**src/rtl/core/tttb_pkg.sv**
```systemverilog
// Shared constants and types for the tick-to-millisecond timebase.
package tttb_pkg;

    localparam int DATA_WIDTH         = 32;
    localparam int TICK_WIDTH_DEFAULT = 32;
    localparam int CFG_INDEX_WIDTH    = 2;

    localparam logic [CFG_INDEX_WIDTH-1:0] REG_TICK_PERIOD  = 2'd0;
    localparam logic [CFG_INDEX_WIDTH-1:0] REG_TICKS_PER_MS = 2'd1;

    localparam logic [DATA_WIDTH-1:0] TICK_PERIOD_RESET  = 32'hFFFF_FFFF;
    localparam logic [DATA_WIDTH-1:0] TICKS_PER_MS_RESET = 32'd1000;

    typedef struct packed {
        logic busy;
        logic done;
    } div_stat_t;

endpackage

```
**src/rtl/core/tttb_divider.sv**
```systemverilog
// Bit-serial restoring divider: one quotient bit per cycle.
module tttb_divider #(
    parameter int DIVIDEND_WIDTH = tttb_pkg::TICK_WIDTH_DEFAULT,
    parameter int DIVISOR_WIDTH  = tttb_pkg::DATA_WIDTH
) (
    input  logic                      clk,
    input  logic                      rst_n,
    input  logic                      start,
    input  logic [DIVIDEND_WIDTH-1:0] dividend,
    input  logic [DIVISOR_WIDTH-1:0]  divisor,
    output logic [DIVIDEND_WIDTH-1:0] quotient,
    output logic [DIVISOR_WIDTH-1:0]  remainder,
    output tttb_pkg::div_stat_t       stat
);

    localparam int CNT_WIDTH = $clog2(DIVIDEND_WIDTH + 1);

    logic                      busy_reg, busy_next;
    logic                      done_reg, done_next;
    logic [CNT_WIDTH-1:0]      cnt_reg, cnt_next;
    logic [DIVIDEND_WIDTH-1:0] quo_reg, quo_next;
    logic [DIVISOR_WIDTH-1:0]  rem_reg, rem_next;
    logic [DIVISOR_WIDTH:0]    trial;
    logic [DIVISOR_WIDTH:0]    trial_sub;
    logic                      qbit;

    // shift in the next dividend bit and try the subtract
    assign trial     = {rem_reg, quo_reg[DIVIDEND_WIDTH-1]};
    assign trial_sub = trial - {1'b0, divisor};
    assign qbit      = (trial >= {1'b0, divisor});

    always_comb
    begin
        busy_next = busy_reg;
        done_next = 1'b0;
        cnt_next  = cnt_reg;
        quo_next  = quo_reg;
        rem_next  = rem_reg;
        if (start)
        begin
            busy_next = 1'b1;
            cnt_next  = CNT_WIDTH'(DIVIDEND_WIDTH);
            quo_next  = dividend;
            rem_next  = '0;
        end
        else if (busy_reg)
        begin
            quo_next = {quo_reg[DIVIDEND_WIDTH-2:0], qbit};
            rem_next = qbit ? trial_sub[DIVISOR_WIDTH-1:0] : trial[DIVISOR_WIDTH-1:0];
            cnt_next = cnt_reg - CNT_WIDTH'(1);
            if (cnt_reg == CNT_WIDTH'(1))
            begin
                busy_next = 1'b0;
                done_next = 1'b1;
            end
        end
    end

    always_ff @(posedge clk or negedge rst_n)
    begin
        if (!rst_n)
        begin
            busy_reg <= 1'b0;
            done_reg <= 1'b0;
            cnt_reg  <= '0;
        end
        else
        begin
            busy_reg <= busy_next;
            done_reg <= done_next;
            cnt_reg  <= cnt_next;
        end
    end

    always_ff @(posedge clk)
    begin
        quo_reg <= quo_next;
        rem_reg <= rem_next;
    end

    assign quotient  = quo_reg;
    assign remainder = rem_reg;
    assign stat.busy = busy_reg;
    assign stat.done = done_reg;

endmodule

```
**src/rtl/core/tick_to_millisecond_timebase.sv**
```systemverilog
// Tick-to-millisecond timebase: top level with sequencer, state and result register.
//
// Each item carries a sample of a wrapping tick counter, a deadline and a restart
// flag; the block turns the wrap-aware tick difference since the kept reference
// into whole milliseconds, adds them to a 32-bit wrapping count and keeps the
// leftover ticks by moving the reference back. An item passes through setup, the
// bit-serial divider by ticks_per_ms (one quotient bit per cycle) and finish, and
// its result is registered as the block returns to idle to take the next item.
// The tick width is capped at 32. Items that need no division (sample above period,
// restart, stale reference) go from setup straight to finish, skipping the divider.
// A new item is accepted while the previous result waits on the output; it then
// holds in its finish step until that result is taken. Configuration registers:
// 0 tick_period, 1 ticks_per_ms; write them only while the block is idle.
// cfg_ready is always high.
module tick_to_millisecond_timebase #(
    parameter int TICK_WIDTH = tttb_pkg::TICK_WIDTH_DEFAULT
) (
    input  logic                                   clk,
    input  logic                                   rst_n,
    input  logic                                   cfg_valid,
    output logic                                   cfg_ready,
    input  logic [tttb_pkg::CFG_INDEX_WIDTH-1:0]   cfg_index,
    input  logic [tttb_pkg::DATA_WIDTH-1:0]        cfg_data,
    input  logic                                   in_valid,
    output logic                                   in_ready,
    input  logic [tttb_pkg::DATA_WIDTH-1:0]        tick_sample,
    input  logic [tttb_pkg::DATA_WIDTH-1:0]        deadline_ms,
    input  logic                                   restart,
    output logic                                   out_valid,
    input  logic                                   out_ready,
    output logic [tttb_pkg::DATA_WIDTH-1:0]        now_ms,
    output logic                                   deadline_passed,
    output logic                                   sample_error
);

    localparam int DW = tttb_pkg::DATA_WIDTH;
    localparam int TW = (TICK_WIDTH > DW) ? DW : TICK_WIDTH;

    typedef enum logic [1:0] {
        ST_IDLE,
        ST_SETUP,
        ST_DIV,
        ST_FINISH
    } state_t;

    typedef enum logic [1:0] {
        K_ERR,
        K_RESTART,
        K_STALE,
        K_NORMAL
    } kind_t;

    state_t  state_reg, state_next;
    kind_t   kind_reg, kind_next;

    logic [DW-1:0] tick_period_reg, ticks_per_ms_reg;
    logic [DW-1:0] elapsed_reg, elapsed_next;
    logic [TW-1:0] ref_reg, ref_next;

    logic [TW-1:0] sample_reg;
    logic [DW-1:0] deadline_reg;
    logic          restart_reg;

    logic          out_valid_reg, out_valid_next;
    logic [DW-1:0] now_ms_reg, now_ms_next;
    logic          passed_reg, passed_next;
    logic          error_reg, error_next;

    logic [TW-1:0] period;
    logic [TW:0]   wrap_diff;
    logic [TW-1:0] diff;
    logic [DW-1:0] divisor;
    logic          div_start;
    logic [TW-1:0] quotient;
    logic [DW-1:0] remainder;
    logic [TW-1:0] rem_t;
    logic [TW:0]   wrap_next;
    logic [TW-1:0] next_ref;
    logic          slot_free;
    tttb_pkg::div_stat_t div_stat;

    assign cfg_ready = 1'b1;
    assign in_ready  = (state_reg == ST_IDLE);
    assign slot_free = !out_valid_reg || out_ready;

    // configuration registers
    always_ff @(posedge clk or negedge rst_n)
    begin
        if (!rst_n)
        begin
            tick_period_reg  <= tttb_pkg::TICK_PERIOD_RESET;
            ticks_per_ms_reg <= tttb_pkg::TICKS_PER_MS_RESET;
        end
        else if (cfg_valid)
        begin
            unique case (cfg_index)
                tttb_pkg::REG_TICK_PERIOD:  tick_period_reg  <= cfg_data;
                tttb_pkg::REG_TICKS_PER_MS: ticks_per_ms_reg <= cfg_data;
                default: ;
            endcase
        end
    end

    // captured item
    always_ff @(posedge clk)
    begin
        if (in_valid && in_ready)
        begin
            sample_reg   <= tick_sample[TW-1:0];
            deadline_reg <= deadline_ms;
            restart_reg  <= restart;
        end
    end

    assign period    = tick_period_reg[TW-1:0];
    assign wrap_diff = {1'b0, sample_reg} + {1'b0, period} - {1'b0, ref_reg};
    assign diff      = (sample_reg < ref_reg) ? wrap_diff[TW-1:0] : (sample_reg - ref_reg);
    assign divisor   = (ticks_per_ms_reg == '0) ? DW'(1) : ticks_per_ms_reg;
    assign div_start = (state_reg == ST_SETUP) && (kind_next == K_NORMAL);

    tttb_divider #(
        .DIVIDEND_WIDTH (TW),
        .DIVISOR_WIDTH  (DW)
    ) u_div (
        .clk       (clk),
        .rst_n     (rst_n),
        .start     (div_start),
        .dividend  (diff),
        .divisor   (divisor),
        .quotient  (quotient),
        .remainder (remainder),
        .stat      (div_stat)
    );

    // remainder < the divisor and <= diff, so it fits the tick width
    assign rem_t     = remainder[TW-1:0];
    assign wrap_next = {1'b0, sample_reg} + {1'b0, period} - {1'b0, rem_t};
    assign next_ref  = (sample_reg < rem_t) ? wrap_next[TW-1:0] : (sample_reg - rem_t);

    always_comb
    begin
        state_next     = state_reg;
        kind_next      = kind_reg;
        elapsed_next   = elapsed_reg;
        ref_next       = ref_reg;
        out_valid_next = out_valid_reg && !out_ready;
        now_ms_next    = now_ms_reg;
        passed_next    = passed_reg;
        error_next     = error_reg;
        unique case (state_reg)
            ST_IDLE:
            begin
                if (in_valid)
                    state_next = ST_SETUP;
            end
            ST_SETUP:
            begin
                if (sample_reg > period)
                    kind_next = K_ERR;
                else if (restart_reg)
                    kind_next = K_RESTART;
                else if (ref_reg > period)
                    kind_next = K_STALE;
                else
                    kind_next = K_NORMAL;
                state_next = (kind_next == K_NORMAL) ? ST_DIV : ST_FINISH;
            end
            ST_DIV:
            begin
                if (div_stat.done)
                    state_next = ST_FINISH;
            end
            ST_FINISH:
            begin
                if (slot_free)
                begin
                    unique case (kind_reg)
                        K_ERR: ;
                        K_RESTART:
                        begin
                            elapsed_next = '0;
                            ref_next     = sample_reg;
                        end
                        K_STALE:
                            ref_next = sample_reg;
                        K_NORMAL:
                        begin
                            elapsed_next = elapsed_reg + DW'(quotient);
                            ref_next     = next_ref;
                        end
                        default: ;
                    endcase
                    out_valid_next = 1'b1;
                    now_ms_next    = elapsed_next;
                    passed_next    = (elapsed_next > deadline_reg);
                    error_next     = (kind_reg == K_ERR);
                    state_next     = ST_IDLE;
                end
            end
            default: state_next = ST_IDLE;
        endcase
    end

    always_ff @(posedge clk or negedge rst_n)
    begin
        if (!rst_n)
        begin
            state_reg     <= ST_IDLE;
            kind_reg      <= K_NORMAL;
            elapsed_reg   <= '0;
            ref_reg       <= '0;
            out_valid_reg <= 1'b0;
        end
        else
        begin
            state_reg     <= state_next;
            kind_reg      <= kind_next;
            elapsed_reg   <= elapsed_next;
            ref_reg       <= ref_next;
            out_valid_reg <= out_valid_next;
        end
    end

    always_ff @(posedge clk)
    begin
        now_ms_reg <= now_ms_next;
        passed_reg <= passed_next;
        error_reg  <= error_next;
    end

    assign out_valid       = out_valid_reg;
    assign now_ms          = now_ms_reg;
    assign deadline_passed = passed_reg;
    assign sample_error    = error_reg;

    // divider only runs while the sequencer waits for it
    a_div_idle_ready: assert property (@(posedge clk) disable iff (!rst_n)
        in_ready |-> !div_stat.busy)
        else $error("divider busy while accepting an item");

    a_done_in_div: assert property (@(posedge clk) disable iff (!rst_n)
        div_stat.done |-> (state_reg == ST_DIV))
        else $error("divider finished outside the divide phase");

    // a rejected sample leaves the count alone
    a_err_keeps_count: assert property (@(posedge clk) disable iff (!rst_n)
        (state_reg == ST_FINISH && kind_reg == K_ERR && slot_free) |=> $stable(elapsed_reg))
        else $error("count changed on a rejected sample");

    a_passed_nonzero: assert property (@(posedge clk) disable iff (!rst_n)
        (out_valid_reg && passed_reg) |-> (now_ms_reg != '0))
        else $error("deadline passed with zero count");

endmodule

```
**config.mk**
```make
export PLATFORM = sky130hd
export DESIGN_NAME = tick_to_millisecond_timebase
export DESIGN_NICKNAME = d
export VERILOG_FILES = /design/src/rtl/core/tttb_pkg.sv /design/src/rtl/core/tttb_divider.sv /design/src/rtl/core/tick_to_millisecond_timebase.sv
export SDC_FILE = /design/constraint.sdc
export NUM_CORES = 1
export LEC_CHECK = 0
export BUFFER_PORTS_ARGS = -buffer_cell sky130_fd_sc_hd__buf_2
export CAP_MARGIN = 20
export CORE_ASPECT_RATIO = 0.75
export CORE_UTILIZATION = 60
export DETAILED_ROUTE_END_ITERATION = 8
export GPL_TIMING_DRIVEN = 1
export PLACE_DENSITY = 0.89
export SLEW_MARGIN = 30
export SYNTH_ARGS = -nofsm -noshare
export SYNTH_HDL_FRONTEND = slang
export SYNTH_SLANG_ARGS = --single-unit
```
**constraint.sdc**
```tcl
create_clock -name clk -period 9.78 [get_ports clk]
set_input_delay 2.445 -clock clk [delete_from_list [all_inputs] [get_ports clk]]
set_output_delay 2.445 -clock clk [all_outputs]
set_load 0.05 [all_outputs]
```
-- After elaboration in Yosys (flattened, before gate mapping)
Index checks and enable logic that the tools add are counted.
- latch bits: 0
- bits in writable memories: 0
- bits in read-only memories: 0
- logic and storage cells: 93
- output and inout port bits: 37
- register bits after elaboration: 304
- memories: 0
- magnitude comparators: 6
- reduce and logical (&&, ||, !) cells: 18
- bitwise gates (word level): 0
- equal/unequal tests: 13
- mux-type cells: 30
- $add $sub $neg: 8
- multiply operators: 0
- divide/modulo/power cells: 0
- shifts and indexed selects: 0
- operators with widths (operator ; number):
    $mux W32 ; 8
    $sub A32 B32 Y32 ; 5
    $pmux W32 S2 ; 2
    $gt A32 B32 Y1 ; 3
    $add A32 B32 Y32 ; 2
    $lt A32 B32 Y1 ; 2
    $ge A33 B32 Y1 ; 1
    $logic_not A32 Y1 ; 1
    $mux W2 ; 7
    $eq A2 B2 Y1 const B ; 6
    $mux W6 ; 2
    $mux W1 ; 10
    $pmux W2 S4 ; 1
    $eq A2 B1 Y1 const B ; 3
    $eq A6 B1 Y1 const B ; 1
    $logic_not A2 Y1 ; 3
    $reduce_and A2 Y1 ; 3
    $reduce_and A3 Y1 ; 2
    $sub A6 B1 Y6 const B ; 1
    $ne A2 B2 Y1 const B ; 2
    $reduce_bool A2 Y1 ; 2
    $logic_and A1 B1 Y1 ; 3
    $logic_not A1 Y1 ; 2
    $ne A2 B1 Y1 const B ; 1
    other kinds (2) ; 2

-- Depth between registers and ports, before layout
Gate-level depths: netlist of run 1.
- depth in word-level cells: 9
- mapped depth: 26
- mapped depth without buffers: 26

-- Modules after synthesis
A second synthesis of run 1 with hierarchy kept.
- cell total of the unflattened synthesis: 2982
- area, all modules: 26067.5 um2
- modules (own cells, without submodules) (module ; instances ; cells an instance ; sequential area each (um2) ; area an instance (um2)):
    tick_to_millisecond_timebase ; 1 ; 2429 ; 6351.1 ; 21164.0
    tttb_divider ; 1 ; 553 ; 1801.7 ; 4903.5

-- Worst setup path before layout of run 1
Ideal clock, no wire load.
- path type: register -> register
- from: reg sample_reg[0]
- to: reg u_div.quo_reg[31] (netlist: u_div.quotient[31]) (data pin)
- stages on the path, launching flop included: 24
- data arrival time: 4.485 ns
- library setup time: 0.260 ns
- clock period less this slack: 4.745 ns
- data required time: 9.520 ns
- buffers on the path: 0
- slack: 5.035 ns
- cells stage by stage: edfxtp_1 > ha_1 > fa_1 > nand2b_1 > a21oi_1 > o21bai_1 > a21oi_1 > or2_2 > a21oi_1 > nor2_1 > nor2_1 > xor2_1 > ha_1 > a211oi_1 > nor2_1 > o311ai_0 > a211oi_1 > o41ai_2 > o21ai_1 > a31oi_1 > xnor2_1 > xnor2_1 > mux2i_1 > mux2_2
- cells in the longest elaborated chain, start to end: 7
- elaborated cells between the ends (all ways): 12
- RTL lines (what ; line ; text):
    start, declared ; tick_to_millisecond_timebase.sv:60 ; logic [TW-1:0] sample_reg;
    start signal, assigned ; tick_to_millisecond_timebase.sv:109 ; sample_reg <= tick_sample[TW-1:0];
    parallel branches: the longest is 6 deep, another holds $add A32 B32 Y32 ; n/a ;
    $mux W32 * ; tttb_divider.sv:39 ; if (start)
    net u_div.quo_next[31] ; tttb_divider.sv:21 ; logic [DIVIDEND_WIDTH-1:0] quo_reg, quo_next;
    end signal, assigned ; tttb_divider.sv:77 ; quo_reg <= quo_next;
    end, declared ; tttb_divider.sv:21 ;
Mark *: on every way through the listed nets, which the timed path passes. The select of a mux whose other input is x is not followed.
A chain may end at the register's enable or synchronous reset.

-- Worst setup path in the final report of run 1
Ends and elaborated chain as after synthesis.

==> metrics.md, run 1 <==
| Metric | Value |
|---|---|
| Post-detailed-route count of antenna-violating nets | 0 |
| H-tree depth | 2 |
| Initial antenna violation count | 3 |
| I/O pins | 141 |
| Crit-path max FO | 6 |
| Layout Nets | 3,457 |
| Tightest Pin Transition | 1.03 ns |
| Max Clock Skew | 0.0388 ns |
| Worst hold path class | register to register |
| Clock sinks | 304 |
| Synth Area per Inst | 8.73 um^2 |
| Postcts setup bufs | 0 |
| First DRT Iteration DRCs | 2,361 |
| Non-Filler Instances | 3,611 |
| #FFs+latches synth | 304 |
| Post-synth EDFFs | 131 |
| Max cap viols | 0 |
| Final instance area | 0.0279 mm^2 |
| Crit end category | register |
| Cell Rows | 64 |
| Crit-path cells | ha_1 -> fa_1 -> nand2b_1 -> a21oi_1 -> o21bai_1 -> a21oi_1 -> or2_2 -> a21oi_1 -> nor2_1 -> nor2_1 -> xor2_1 -> ha_1 -> a211oi_1 -> nor2_1 -> o311ai_0 -> a211oi_1 -> o41ai_2 -> o21ai_1 -> a31oi_1 -> xnor2_1 -> xnor2_1 -> mux2i_1 -> mux2_2 |
| Crit path buffers/inverters | 0 |
| Final HPWL DP | 61,600 um |
| Net Count, Synth | 3,349 |
| Vias in the first global route | 22.1k |
| Most used flip-flop cell after synthesis | edfxtp_1 |
| FFs w/ async S/R, synth | 0.464 |
| TritonCTS Buffers | 35 |
| CTS resizes | 0 |
| Initial Util | 0.616 |
| Worst path required time | 10.07 ns |
| TritonCTS clock tree | done |
| Commonest cells after routing, fill and taps aside | ha_1, a21oi_1, nor2_1, inv_1, nand2_1 |
| Clk root buf | clkbuf_16 |
| Final period util | 0.603 |
| Setup TNS | 0 ns |
| Placed cell areas | 0.0267 mm^2 |
| Clock Path Buffers | 3 |
| Area delta synth->final | 9.41% |
| Mapped cell area | 0.0255 mm^2 |
| Max frequency | 170 MHz |
| Run status | completed |
| Dpl ws | 4.03 ns |
| WL/cell | 22.1 um |
| Final hold vios | 0 |
| CP max stage delay | 0.56 ns |
| Slew HR | 0.312 |
| Clk_lat worst skew | 0.55 ns |
| Area leader, netlist | ha_1 |
| Fin crit period | 5.90 ns |
| Port Buf Inserts | 139 |
| Commonest non-fill, non-tap cell in the layout | ha_1 |
| Vias per cell | 6.41 |
| Dpl cells | 3,547 |
| Crit-path slowest cell | o311ai_0 |
| Total gr overflow | 0 |
| Mapped Cells | 2,916 |
| Area of the die | 0.0433 mm^2 |
| Via Count | 23.2k |
| Final wirelength | 79,800 um |
| Worst EP arrival | 6.19 ns |
| Area share of the largest cell type after synthesis | 0.158 |
| GRT Overall Usage | 0.363 |
| First-pass GRT wire length | 123,000 um |
| Chip height | 180 um |
| Setup violators final | 0 |
| Hold_buf cts | 0 |
| Max-slew violations | 0 |
| Clock transition at path regs | 0.07 ns |
| Delay-heaviest family, CP | compound AO/OA/AOI/OAI gates |
| DIE WIDTH | 240 um |
| RSZ-0062 raised after global routing | false |
| Sequential area share after synthesis | 0.320 |
| DRT Pass-1 Iters | 6 |
| Synth warn | 0 |
| Routability Congestion | 1.04 |
| Core ar. | 0.0413 mm^2 |
| Synth top area cells | ha_1, edfxtp_1, dfrtp_1 |
| Largest net degree at the start of global routing | 87 |
| Post-route setup slack | 3.88 ns |
| Fraction of layout cells with a size suffix above 1 | 0.106 |
| Startpoint Class | register |
| Drt drc | 0 |
| Crit path kind | register to register |
| Netlist cell types | 95 |
==> worst reg2reg max path, stage by stage, from the launching register on <==
cell	delay [ns]
edfxtp_1	0.42
ha_1	0.26
fa_1	0.41
nand2b_1	0.09
a21oi_1	0.08
o21bai_1	0.20
a21oi_1	0.10
or2_2	0.31
a21oi_1	0.15
nor2_1	0.05
nor2_1	0.12
xor2_1	0.26
ha_1	0.35
a211oi_1	0.25
nor2_1	0.09
o311ai_0	0.56
a211oi_1	0.23
o41ai_2	0.51
o21ai_1	0.23
a31oi_1	0.26
xnor2_1	0.17
xnor2_1	0.15
mux2i_1	0.09
mux2_2	0.30
==> cells in the mapped netlist (all sizes together) (13+ instances only) <==
library cell,count
a211oi,74
a21o,81
a21oi,283
a31oi,18
and2,14
and3,18
buf,21
clkbuf,64
dfrtp,101
dfstp,40
dfxtp,32
edfxtp,131
ha,322
inv,247
mux2,40
mux2i,20
nand2,211
nand2b,47
nand3,46
nand4,36
nor2,252
nor2b,37
nor3,41
nor4,13
o211ai,36
o21a,44
o21ai,219
o21bai,22
o2bb2ai,14
o31ai,22
or3,23
xnor2,103
xor2,81
==> path summary, 6_finish.rpt <==
path | slack [ns] | endpoint | depth (start not counted) | start
worst min-delay path | 0.52 | u_div.remainder[25] | 2 | u_div.remainder[25]
worst min register to register | 0.52 | u_div.remainder[25] | 2 | u_div.remainder[25]
max in group asynchronous | 6.81 | ref_reg[7] | 2 | rst_n
min in group asynchronous | 1.78 | state_reg[1] | 1 | rst_n
worst max-delay path | 3.88 | u_div.quotient[31] | 23 | sample_reg[0]
worst max register to register | 3.88 | u_div.quotient[31] | 23 | sample_reg[0]
==> layout make-up <==
type,count,area (um^2)
Multi-Input combinational cell,2280,16100
Fill cell,3369,13500
Sequential cell,304,8150
Clock buffer,51,997
Inverter,247,927
Timing Repair Buffer,156,873
Tap cell,561,702
Clock inverter,11,116
Antenna cell,1,2.50
==> per-stage QoR <==
stage               hold WS, ns  utilization
floorplan                 0.467            -
global placement          0.480        0.646
detailed placement        0.514        0.646
CTS                       0.522        0.673
global route              0.547        0.674
finish                    0.519        0.674
==> logic make-up (layout without fill, tap and decap cells) <==
kind of cell / Yosys count / count (layout) / synth area share
AOI/OAI and AO/OA: 932 / 932 / 0.234
xor gates and xnor gates: 185 / 185 / 0.0642
adders and majority gates: 329 / 329 / 0.164
buffers and inverters: 332 / 465 / 0.0501
DFF: 304 / 304 / 0.320
muxes: 60 / 60 / 0.0256
other: 1 / 2 / 0.000147
and+or+nand+nor: 773 / 773 / 0.143
==> per-layer routing <==
layer | up-vias | track usage | share of wire
met5 | - | 0 | 0.00034
met4 | 4 | 0.122 | 0.033
met3 | 177 | 0.0620 | 0.084
met2 | 1085 | 0.576 | 0.45
met1 | 11068 | 0.502 | 0.43
li1 | 10830 | - | -
Power of run 1 is left out: the tool's default activity adds up to more than one toggle a clock period on the data nets, which glitch-free logic cannot reach.
==> inputs of run 2 (changes only) <==
--- a/config.mk
+++ b/config.mk
@@ -8,10 +8,10 @@
 export BUFFER_PORTS_ARGS = -buffer_cell sky130_fd_sc_hd__buf_2
 export CAP_MARGIN = 20
 export CORE_ASPECT_RATIO = 0.75
-export CORE_UTILIZATION = 60
+export CORE_UTILIZATION = 57
 export DETAILED_ROUTE_END_ITERATION = 8
 export GPL_TIMING_DRIVEN = 1
-export PLACE_DENSITY = 0.89
+export PLACE_DENSITY = 0.88
 export SLEW_MARGIN = 30
 export SYNTH_ARGS = -nofsm -noshare
 export SYNTH_HDL_FRONTEND = slang
==> constraint.sdc (replaced) <==
create_clock -name clk -period 5.1 [get_ports clk]
set_input_delay 1.275 -clock clk [delete_from_list [all_inputs] [get_ports clk]]
set_output_delay 1.275 -clock clk [all_outputs]
set_load 0.05 [all_outputs]
==> run 2 against run 1 <==
Against the previous run:
- the run now ends with negative setup slack left
- register-to-register slack worse by 3.9 ns
- die area up 5.2%
- via count up 4.6%
- worst setup slack worse by 3.9 ns
- hold slack worse by 0.0032 ns
- final area up 9.0%
- largest cell class unchanged
==> metrics.md, run 2 (same netlist as run 1, synthesis figures left out) <==
| Metric | Value |
|---|---|
| Run status | complete, but fails checks (was completed) |
| Failing checks | negative setup slack |
| Clock sinks | 304 (unchanged) |
| Final HPWL DP | 64,500 um (was 61,600 um) |
| Fin crit period | 5.10 ns (was 5.90 ns) |
| I/O pins | 141 (unchanged) |
| Core ar. | 0.0437 mm^2 (was 0.0413 mm^2) |
| First-pass GRT wire length | 126,000 um (was 123,000 um) |
| Final wirelength | 83,700 um (was 79,800 um) |
| Max Clock Skew | 0.0222 ns (was 0.0388 ns) |
| RR Startpoint | period[3] (was sample_reg[0]) |
| Crit-path slowest cell | dfstp_2 (was o311ai_0) |
| Clock Path Buffers | 3 (unchanged) |
| TritonCTS Buffers | 35 (unchanged) |
| WL/cell | 21.6 um (was 22.1 um) |
| DIE WIDTH | 246 um (was 240 um) |
| Total gr overflow | 0 (unchanged) |
| Commonest non-fill, non-tap cell in the layout | ha_1 (unchanged) |
| Worst setup path end | u_div.quotient[31] (unchanged) |
| Final period util | 1.00 (was 0.603) |
| R2R Path End | u_div.quotient[31] (unchanged) |
| CP max stage delay | 0.53 ns (was 0.56 ns) |
| Vias in the first global route | 23.3k (was 22.1k) |
| Via Count | 24.2k (was 23.2k) |
| Startpoint Class | register (unchanged) |
| Routability Congestion | 1.02 (was 1.04) |
| DRT Pass-1 Iters | 6 (unchanged) |
| Max frequency | 196 MHz (was 170 MHz) |
| Worst path required time | 5.39 ns (was 10.07 ns) |
| Initial antenna violation count | 3 (unchanged) |
| Worst hold path class | register to register (unchanged) |
| Port Buf Inserts | 139 (unchanged) |
| Setup violators final | 1 (was 0) |
| Fraction of layout cells with a size suffix above 1 | 0.200 (was 0.106) |
| Post-route setup slack | -0.00348 ns (was 3.88 ns) |
| Drt drc | 0 (unchanged) |
| Delay-heaviest family, CP | compound AO/OA/AOI/OAI gates (unchanged) |
| Hold depth | 2 (unchanged) |
| Crit path kind | register to register (unchanged) |
| Area delta synth->final | 19.2% (was 9.41%) |
| TritonCTS clock tree | done (unchanged) |
| Initial Util | 0.583 (was 0.616) |
| Crit end category | register (unchanged) |
| Chip height | 185 um (was 180 um) |
| Post-detailed-route count of antenna-violating nets | 0 (unchanged) |
| Crit-path max FO | 4 (was 6) |
| Worst EP arrival | 5.39 ns (was 6.19 ns) |
| Max-slew violations | 0 (unchanged) |
| Final instance area | 0.0303 mm^2 (was 0.0279 mm^2) |
| Critical path startpoint | period[3] (was sample_reg[0]) |
| Slew HR | 0.406 (was 0.312) |
| Cell Rows | 66 (was 64) |
| R2R cell count | 23 (unchanged) |
| Area of the die | 0.0455 mm^2 (was 0.0433 mm^2) |
| Final hold vios | 0 (unchanged) |
| Crit path buffers/inverters | 4 (was 0) |
| RSZ-0062 raised after global routing | true (was false) |
| H-tree depth | 2 (unchanged) |
| Placed cell areas | 0.0283 mm^2 (was 0.0267 mm^2) |
| First DRT Iteration DRCs | 2,561 (was 2,361) |
| Crit-path cells | inv_1 -> ha_1 -> a221oi_4 -> o41ai_4 -> buf_4 -> o211ai_4 -> buf_6 -> o31ai_4 -> and3_4 -> o21ai_4 -> a21oi_4 -> xor2_2 -> buf_4 -> ha_1 -> a21oi_1 -> nor2b_1 -> a311oi_2 -> o21ai_4 -> a31oi_1 -> xnor2_1 -> xnor2_1 -> mux2i_1 -> mux2_4 (was ha_1 -> fa_1 -> nand2b_1 -> a21oi_1 -> o21bai_1 -> a21oi_1 -> or2_2 -> a21oi_1 -> nor2_1 -> nor2_1 -> xor2_1 -> ha_1 -> a211oi_1 -> nor2_1 -> o311ai_0 -> a211oi_1 -> o41ai_2 -> o21ai_1 -> a31oi_1 -> xnor2_1 -> xnor2_1 -> mux2i_1 -> mux2_2) |
| Clk_lat worst skew | 0.55 ns (about the same) |
| Worst path depth | 23 (unchanged) |
| Clk root buf | clkbuf_16 (unchanged) |
| Hold_buf cts | 0 (unchanged) |
| Flop-to-flop setup slack | -0.003 ns (was 3.88 ns) |
| Max cap viols | 0 (unchanged) |
| Largest net degree at the start of global routing | 76 (was 87) |
| GRT Overall Usage | 0.356 (was 0.363) |
| Layout Nets | 3,692 (was 3,457) |
| Vias per cell | 6.27 (was 6.41) |
| Clock transition at path regs | 0.07 ns (about the same) |
| Commonest cells after routing, fill and taps aside | ha_1, a21oi_1, nor2_1, inv_1, buf_4 (was ha_1, a21oi_1, nor2_1, inv_1, nand2_1) |
| Tightest Pin Transition | 0.889 ns (was 1.03 ns) |
==> run 2: changes by cell type in the layout (fill, tap and decap cells not counted), moves of 7 or more <==
cell,previous run,this run
a21oi_1,280,258
o21ai_1,12,22
ha_1,322,310
a21oi_2,2,22
a211oi_2,3,10
a211oi_1,70,61
o31ai_1,22,15
ha_4,0,8
o21ai_0,205,192
buf_4,14,246
==> run 2: area by class of cell <==
cell class / instances / area [um^2]
clock inverter: 16 / 121
inverter: 247 / 927
sequential: 304 / 8150
fill: 3362 / 13300
clock buffer: 47 / 1010
tap: 578 / 723
multi-input combinational: 2280 / 16800
timing repair buffer: 391 / 2650
antenna: 2 / 5.00
==> run 2: per-layer routing <==
layer | GRT usage | part of all wire | up-vias
li1 | - | - | 11301
met1 | 0.476 | 0.42 | 11610
met2 | 0.579 | 0.46 | 1108
met3 | 0.0513 | 0.082 | 210
met4 | 0.140 | 0.041 | 2
met5 | 0 | 0.00033 | -
==> run 2: what timing repair did <==
action | in CTS | in global routing
setup buffers | 8 | 25
gates cloned | 0 | 0
resized for setup | 23 | 110
pin swaps | 15 | 74
setup endpoints to repair | 12 | 24
==> run 2: worst min path at each step <==
stage / end / startpoint / slack, ns
after detailed placement: elapsed_reg[9] / elapsed_reg[9] / 0.50
after floorplan: elapsed_reg[9] / elapsed_reg[9] / 0.47
final: elapsed_reg[9] / elapsed_reg[9] / 0.52
after global routing: elapsed_reg[27] / elapsed_reg[27] / 0.54
after global placement: elapsed_reg[9] / elapsed_reg[9] / 0.49
after CTS: elapsed_reg[9] / elapsed_reg[9] / 0.51
==> run 2: through the flow <==
step	util	setup WS, ns	setup TNS, ns	hold WS, ns	cells
floorplan	-	0.355	0	0.467	2916
global placement	0.647	-0.129	-0.357	0.485	3768
detailed placement	0.647	-0.251	-1.16	0.498	3768
CTS	0.677	0.000157	0	0.513	3839
global route	0.695	-0.170	-0.826	0.543	3865
finish	0.695	-0.00348	-0.00348	0.516	3865
==> run 2: tightest hold or removal path, cell delays in order (launching register included) <==
cell     delay (ns)
dfrtp_1        0.37
nand2_1        0.06
nand2_1        0.06
Power of run 2 is left out for the same reason.
